## src/rtl/plint_pkg.sv

```systemverilog
// Shared types and constants for the piecewise linear interpolator.
`timescale 1ns / 1ps
`default_nettype none
package plint_pkg;
  localparam int MAX_KNOTS = 256;
  localparam int ADDR_W    = $clog2(MAX_KNOTS);
  localparam int CNT_W     = ADDR_W + 1;
  localparam int VAL_W     = 32;

  localparam logic [1:0] FUNC_CLEAR  = 2'd0;
  localparam logic [1:0] FUNC_APPEND = 2'd1;
  localparam logic [1:0] FUNC_QUERY  = 2'd2;
  localparam logic [1:0] FUNC_NOP    = 2'd3;

  localparam logic [2:0] ST_OK    = 3'd0;
  localparam logic [2:0] ST_BELOW = 3'd1;
  localparam logic [2:0] ST_ABOVE = 3'd2;
  localparam logic [2:0] ST_FEW   = 3'd3;
  localparam logic [2:0] ST_FULL  = 3'd4;
  localparam logic [2:0] ST_ORDER = 3'd5;

  typedef enum logic [1:0] {
    OP_NOP,
    OP_CLEAR,
    OP_APPEND,
    OP_QUERY
  } op_t;

  typedef struct packed {
    op_t                     op;
    logic signed [VAL_W-1:0] x;
    logic signed [VAL_W-1:0] y;
  } cmd_t;
endpackage
`default_nettype wire

```

## src/rtl/plint_in_if.sv

```systemverilog
// Input channel: function code and knot or query operands.
`timescale 1ns / 1ps
`default_nettype none
interface plint_in_if;
  logic              valid;
  logic              ready;
  logic [1:0]        func;
  logic signed [31:0] x_value;
  logic signed [31:0] y_value;
  modport source(output valid, func, x_value, y_value, input ready);
  modport sink(input valid, func, x_value, y_value, output ready);
endinterface
`default_nettype wire

```

## src/rtl/plint_front.sv

```systemverilog
// Front end: accepts items, decodes the function code, two-entry queue.
`timescale 1ns / 1ps
`default_nettype none
module plint_front (
  input  wire logic          clk,
  input  wire logic          rst,
  plint_in_if.sink           req,
  output      logic          cmd_valid,
  input  wire logic          cmd_ready,
  output      plint_pkg::cmd_t cmd
);
  plint_pkg::cmd_t q_data [2];
  logic            wr_ptr;
  logic            rd_ptr;
  logic [1:0]      fill;
  plint_pkg::cmd_t dec;
  logic            push;
  logic            pop;

  always_comb begin
    dec.x = req.x_value;
    dec.y = req.y_value;
    case (req.func)
      plint_pkg::FUNC_CLEAR:  dec.op = plint_pkg::OP_CLEAR;
      plint_pkg::FUNC_APPEND: dec.op = plint_pkg::OP_APPEND;
      plint_pkg::FUNC_QUERY:  dec.op = plint_pkg::OP_QUERY;
      default:                dec.op = plint_pkg::OP_NOP;
    endcase
  end

  assign req.ready = (fill != 2'd2);
  assign push      = req.valid && req.ready;
  assign cmd_valid = (fill != 2'd0);
  assign pop       = cmd_valid && cmd_ready;
  assign cmd       = q_data[rd_ptr];

  always_ff @(posedge clk) begin
    if (push) begin
      q_data[wr_ptr] <= dec;
    end
    if (rst) begin
      wr_ptr <= 1'b0;
      rd_ptr <= 1'b0;
      fill   <= 2'd0;
    end else begin
      if (push) wr_ptr <= ~wr_ptr;
      if (pop)  rd_ptr <= ~rd_ptr;
      fill <= fill + {1'b0, push} - {1'b0, pop};
    end
  end
endmodule
`default_nettype wire

```

## src/flat_wrapper.sv

```systemverilog
// flat-port wrapper written by rule: the top's interface ports become plain ports
module plint_front_flat 
  (clk, rst, cmd_valid, cmd_ready, cmd, req_valid, req_func, req_x_value, req_y_value, req_ready);
  plint_in_if req_i ();
  input  wire logic clk;
  input  wire logic rst;
  output      logic cmd_valid;
  input  wire logic cmd_ready;
  output      plint_pkg::cmd_t cmd;
  input wire logic [$bits(req_i.valid)-1:0] req_valid;
  input wire logic [$bits(req_i.func)-1:0] req_func;
  input wire logic [$bits(req_i.x_value)-1:0] req_x_value;
  input wire logic [$bits(req_i.y_value)-1:0] req_y_value;
  output wire logic [$bits(req_i.ready)-1:0] req_ready;
  assign req_i.valid = req_valid;
  assign req_i.func = req_func;
  assign req_i.x_value = req_x_value;
  assign req_i.y_value = req_y_value;
  assign req_ready = req_i.ready;
  plint_front u_core (.clk(clk), .rst(rst), .req(req_i), .cmd_valid(cmd_valid), .cmd_ready(cmd_ready), .cmd(cmd));
endmodule
```

## config.mk

```make
export PLATFORM = sky130hd
export DESIGN_NAME = plint_front_flat
export DESIGN_NICKNAME = d
export VERILOG_FILES = /design/src/rtl/plint_pkg.sv /design/src/rtl/plint_in_if.sv /design/src/rtl/plint_front.sv /design/src/flat_wrapper.sv
export SDC_FILE = /design/constraint.sdc
export NUM_CORES = 1
export LEC_CHECK = 0
export ABC_AREA = 1
export BUFFER_PORTS_ARGS = -buffer_cell sky130_fd_sc_hd__clkbuf_2
export CAP_MARGIN = 30
export CORE_UTILIZATION = 56
export DETAILED_ROUTE_END_ITERATION = 10
export PLACE_DENSITY = 0.87
export SLEW_MARGIN = 15
export SYNTH_ARGS = -nofsm -noshare
export SYNTH_HDL_FRONTEND = slang
export SYNTH_SLANG_ARGS = --single-unit
```

## constraint.sdc

```tcl
create_clock -name clk -period 7.8 [get_ports clk]
set_input_delay 1.56 -clock clk [delete_from_list [all_inputs] [get_ports clk]]
set_output_delay 1.56 -clock clk [all_outputs]
set_load 0.01 [all_outputs]
```

* Yosys cells after proc, flatten, opt, wreduce, memory -nomap -nowiden
Memory sizes are Yosys's and may differ from the RTL's. A register that Yosys moved wholly into a read port is not among the register bits.
Index checks and enable logic that the tools add are counted.
W data, S select, Z words.
** Word-level totals
- Register bits :: 4
- Memory bits (writable) :: 132
- Input bits :: 70
- Output and inout port bits :: 68
- Memories kept :: 1
** Memory list
- u_core.q_data :: depth 2, width 66, read ports 1, clocked after Yosys merged registers in 1, write ports 1, RTL line plint_front.sv:12 : plint_pkg::cmd_t q_data [2];
** Operators by class
- Add/sub/neg operators :: 2
- Equality and inequality tests :: 3
- Muxes and demuxes :: 5
- Bitwise gates (word level) :: 2
- Reductions and logical operators :: 4
** Operators with widths (number)
- $pmux W2 S3 :: 1
- $mux W1 :: 4
- $add A2 B1 Y2 :: 1
- $eq A2 B1 Y1 const B :: 1
- $eq A2 B2 Y1 const B :: 1
- $logic_and A1 B1 Y1 :: 2
- $logic_not A2 Y1 :: 1
- $ne A2 B2 Y1 const B :: 1
- $not A1 Y1 :: 2
- $reduce_bool A2 Y1 :: 1
- $sub A2 B1 Y2 :: 1

* Logic depth before layout (Yosys ltp)
- Depth after elaboration :: 4
- Gate-level depth with buffers :: 10
- Mapped depth without buffers :: 10

* Worst setup path before layout
No wires, ideal clock.
- Path type :: input to register
- Start :: input req_valid
- End :: memory u_core.q_data[0][0] (netlist bit) (enable)
- Arrival time :: 4386 ps
- Required time :: 7310 ps
- Path slack :: 2924 ps
- Cell stages on the path :: 2
- Buffers on the path :: 0
- Cells stage by stage :: nand2_1 -> nor2_1
** Between the ends
- Longest elaborated chain between the ends :: 3
** RTL lines
- start, declared :: RTL line flat_wrapper.sv:10 : input wire logic [$bits(req_i.valid)-1:0] req_valid;
- $logic_and A1 B1 Y1 :: RTL line plint_front.sv:32 : assign push = req.valid && req.ready;
- $mux W1 :: RTL line plint_front.sv:38 : if (push) begin
- $mux W1 (not written as such) :: RTL line plint_front.sv:39 : q_data[wr_ptr] <= dec;
- end, declared :: RTL line plint_front.sv:12
No other way between the ends.

==> results.yml <==
power_and_ir_drop:
  p_leak_uw: 0.002674
  intPower_uw: 1685
  swShare_pct: 26.25
  p_per_area_mw_per_mm2: 344.9
  seq_power_share_pct: 43.3
  clkPwrFrac_pct: 34.3
  vdd_drop_max_v: 0.0002172
  totalPowerFinal_uw: 2285
  switching_power_uw: 599.6
  power_frac_comb_pct: 22.4
critical_path:
  cp.arrival_ns: 1.99
  cp-endpoint: "cmd[4]"
  cp_data_required_time_ns: 6.24
  max_stage_delay_ns: 0.61
  endpoint_kind: "primary output"
  critPathMaxFanout: 41
  critPathKind: "reg -> out"
  startpoint_type: "register"
  r2r-end: "u_core.q_data[0][49]"
  r2r-start: "u_core.fill[0]"
  crit_path_cell_trace: "buf_16 -> mux2_2 -> clkbuf_2"
  crit_slowest_cell: "dfxtp_4"
  reg2regPathDepth: 5
  reg2reg_slack_ns: 5.46
timing:
  rsz0062_at_grt: "no"
  slew_viol_final: 0
  slew_headroom_pct: 37.14
  fin_tns_setup_ns: 0
  hold_violations: 0
  setup_violations: 0
  worst_clock_skew_ns: 0.006856
  fmax_mhz: 281.9
  fin_crit_sh_pct: 45.47
  tightest_slew_ns: 0.9407
  holdWs_ns: 0.5249
  post-route-min-period_ns: 3.547
clocking:
  cts_buffers: 17
  post_cts_buffers: 0
  cts_tree: "built"
  clkLatencyLatePin_ns: 0.51
  htree_levels: 4
  path_clk_slew_ns: 0.06
  cts_resized: 0
  clkSinkCount: 137
  cts_buffer_depth: 2
  clockRootBuffer: "clkbuf_8"
  ctsHoldBuffers: 0
grt:
  grt-ovfl-total: 0
  grt_max_degree: 67
  antenna_found_initial: 0
  grt_usage_pct: 18.17
  grt_pass1_wl_mm: 12.86
  grt_pass1_vias: 2761
yosys:
  synth_area_leaders: "edfxtp_1 (76%), mux2_4 (11%), mux2_2 (5.6%), dfxtp_1 (1.9%), ha_1 (1.2%)"
  ys_seq_area_share_pct: 77.74
  syn_area_per_cell_sq_um: 20.83
  synth_top_cell_by_area: "edfxtp_1"
  synth_cells: 251
  ys_warn_count: 0
  syn_area_sq_mm: 0.005228
  synth_seq_cells: 137
  yosysTopAreaCellShare_pct: 75.83
  syn_nets: 326
  synth_cell_types: 12
floorplanning:
  core_area_sq_mm: 0.008891
  initial_core_util_pct: 58.80
  die_y_um: 98.62
  ios: 138
  num_rows: 34
  dieArea_sq_mm: 0.009725
  dieWidth_um: 98.62
min_path:
  hold_path.class: "reg -> reg"
routing:
  ant_nets: 0
  wirelength_mm: 8.421
  vias: 2676
  dr.first_iter.drc_count: 80
  drc: 0
  vias_per_cell: 5.117
  dr.pass1.iters: 4
  post_drt_wl_per_cell_um: 16.10
final_layout:
  mostFrequentLayoutCells: "clkbuf_2 (137), edfxtp_1 (132), mux2_4 (40)"
  area_growth_pct: 26.71
  num-nets-final: 478
  fin_cells: 523
  mostFrequentLayoutCell: "clkbuf_2"
  antenna_cells: 0
  drive_above_1_share_pct: 57.59
  fin_util_pct: 74.50
place:
  routabilityCongestion: 0.7008
  dp_hpwl_mm: 5.280
  io_buffers: 137
  place_inst: 492
run_status:
  status: "completed"
run:
  max_cap_viol_count: 0
## final cells by class
type                            count  area (sq um)
Tap cell                          108         135.1
Clock inverter                     13         170.2
Sequential cell                   137          4068
Inverter                           12         45.04
Multi-Input combinational cell     95          1060
Clock buffer                       18         417.9
Fill cell                         543          2267
Timing Repair Buffer              140         728.2
## cells in the mapped netlist
cell type	instances
a21oi_1	2
buf_2	2
buf_6	5
dfxtp_1	5
edfxtp_1	132
ha_1	5
inv_1	12
mux2_2	26
mux2_4	40
nand2_1	8
nand3_1	3
nor2_1	11
## per-stage QoR
step | worst slack [ns] | instance area [sq um]
finish | 4.253 | 6624
global route | 4.176 | 6624
detailed placement | 4.279 | 6036
global placement | 4.342 | 6008
CTS | 4.211 | 6624
floorplan | 2.924 | 5228
## worst min path at each step
stage,start,slack [ns],depth (start not counted),end
2_1_floorplan,u_core.rd_ptr,0.47,2,register
3_3_place_gp,u_core.rd_ptr,0.48,2,register
3_5_place_dp,u_core.rd_ptr,0.50,2,register
4_1_cts,u_core.rd_ptr,0.52,2,register
5_1_grt,u_core.rd_ptr,0.56,2,register
6_report,u_core.rd_ptr,0.52,2,register
## sequential cells by signal, indices dropped and copies added (netlist names), named ones only
name	flops
u_core.q_data	132
u_core.fill	2
u_core.rd_ptr	1
u_core.wr_ptr	1
## worst max-delay path: cells and delay by family, from the launching register on
family	cells	cell delay, ns
DFF	1	0.61
buffers and inverters	2	0.44
muxes	1	0.39
## metal layers
layer,track usage [%],wire length (um),up-vias
li1,-,-,1271
met1,20.73,3530,1275
met2,30.34,4128,115
met3,6.950,630,15
met4,8.726,131,0
met5,0,0,-
## kinds of logic (layout without fill, tap and decap cells)
kind of cell / Yosys count / in the layout / share of synthesized area [%]
flops: 137 / 137 / 77.74
mux: 66 / 66 / 17.09
simple gates: 22 / 22 / 1.651
buf+inv: 19 / 183 / 2.130
fa+ha+maj: 5 / 5 / 1.197
compound gates: 2 / 2 / 0.1915
## power by group through the flow
stage	clock network (uW)	registers [uW]	logic (uW)
global route	820	1000	552
finish	784	990	511
detailed placement	0	1010	515
global placement	0	1030	470
CTS	795	991	519
floorplan	0	986	360
No activity file was read; power rests on OpenSTA's default activity.
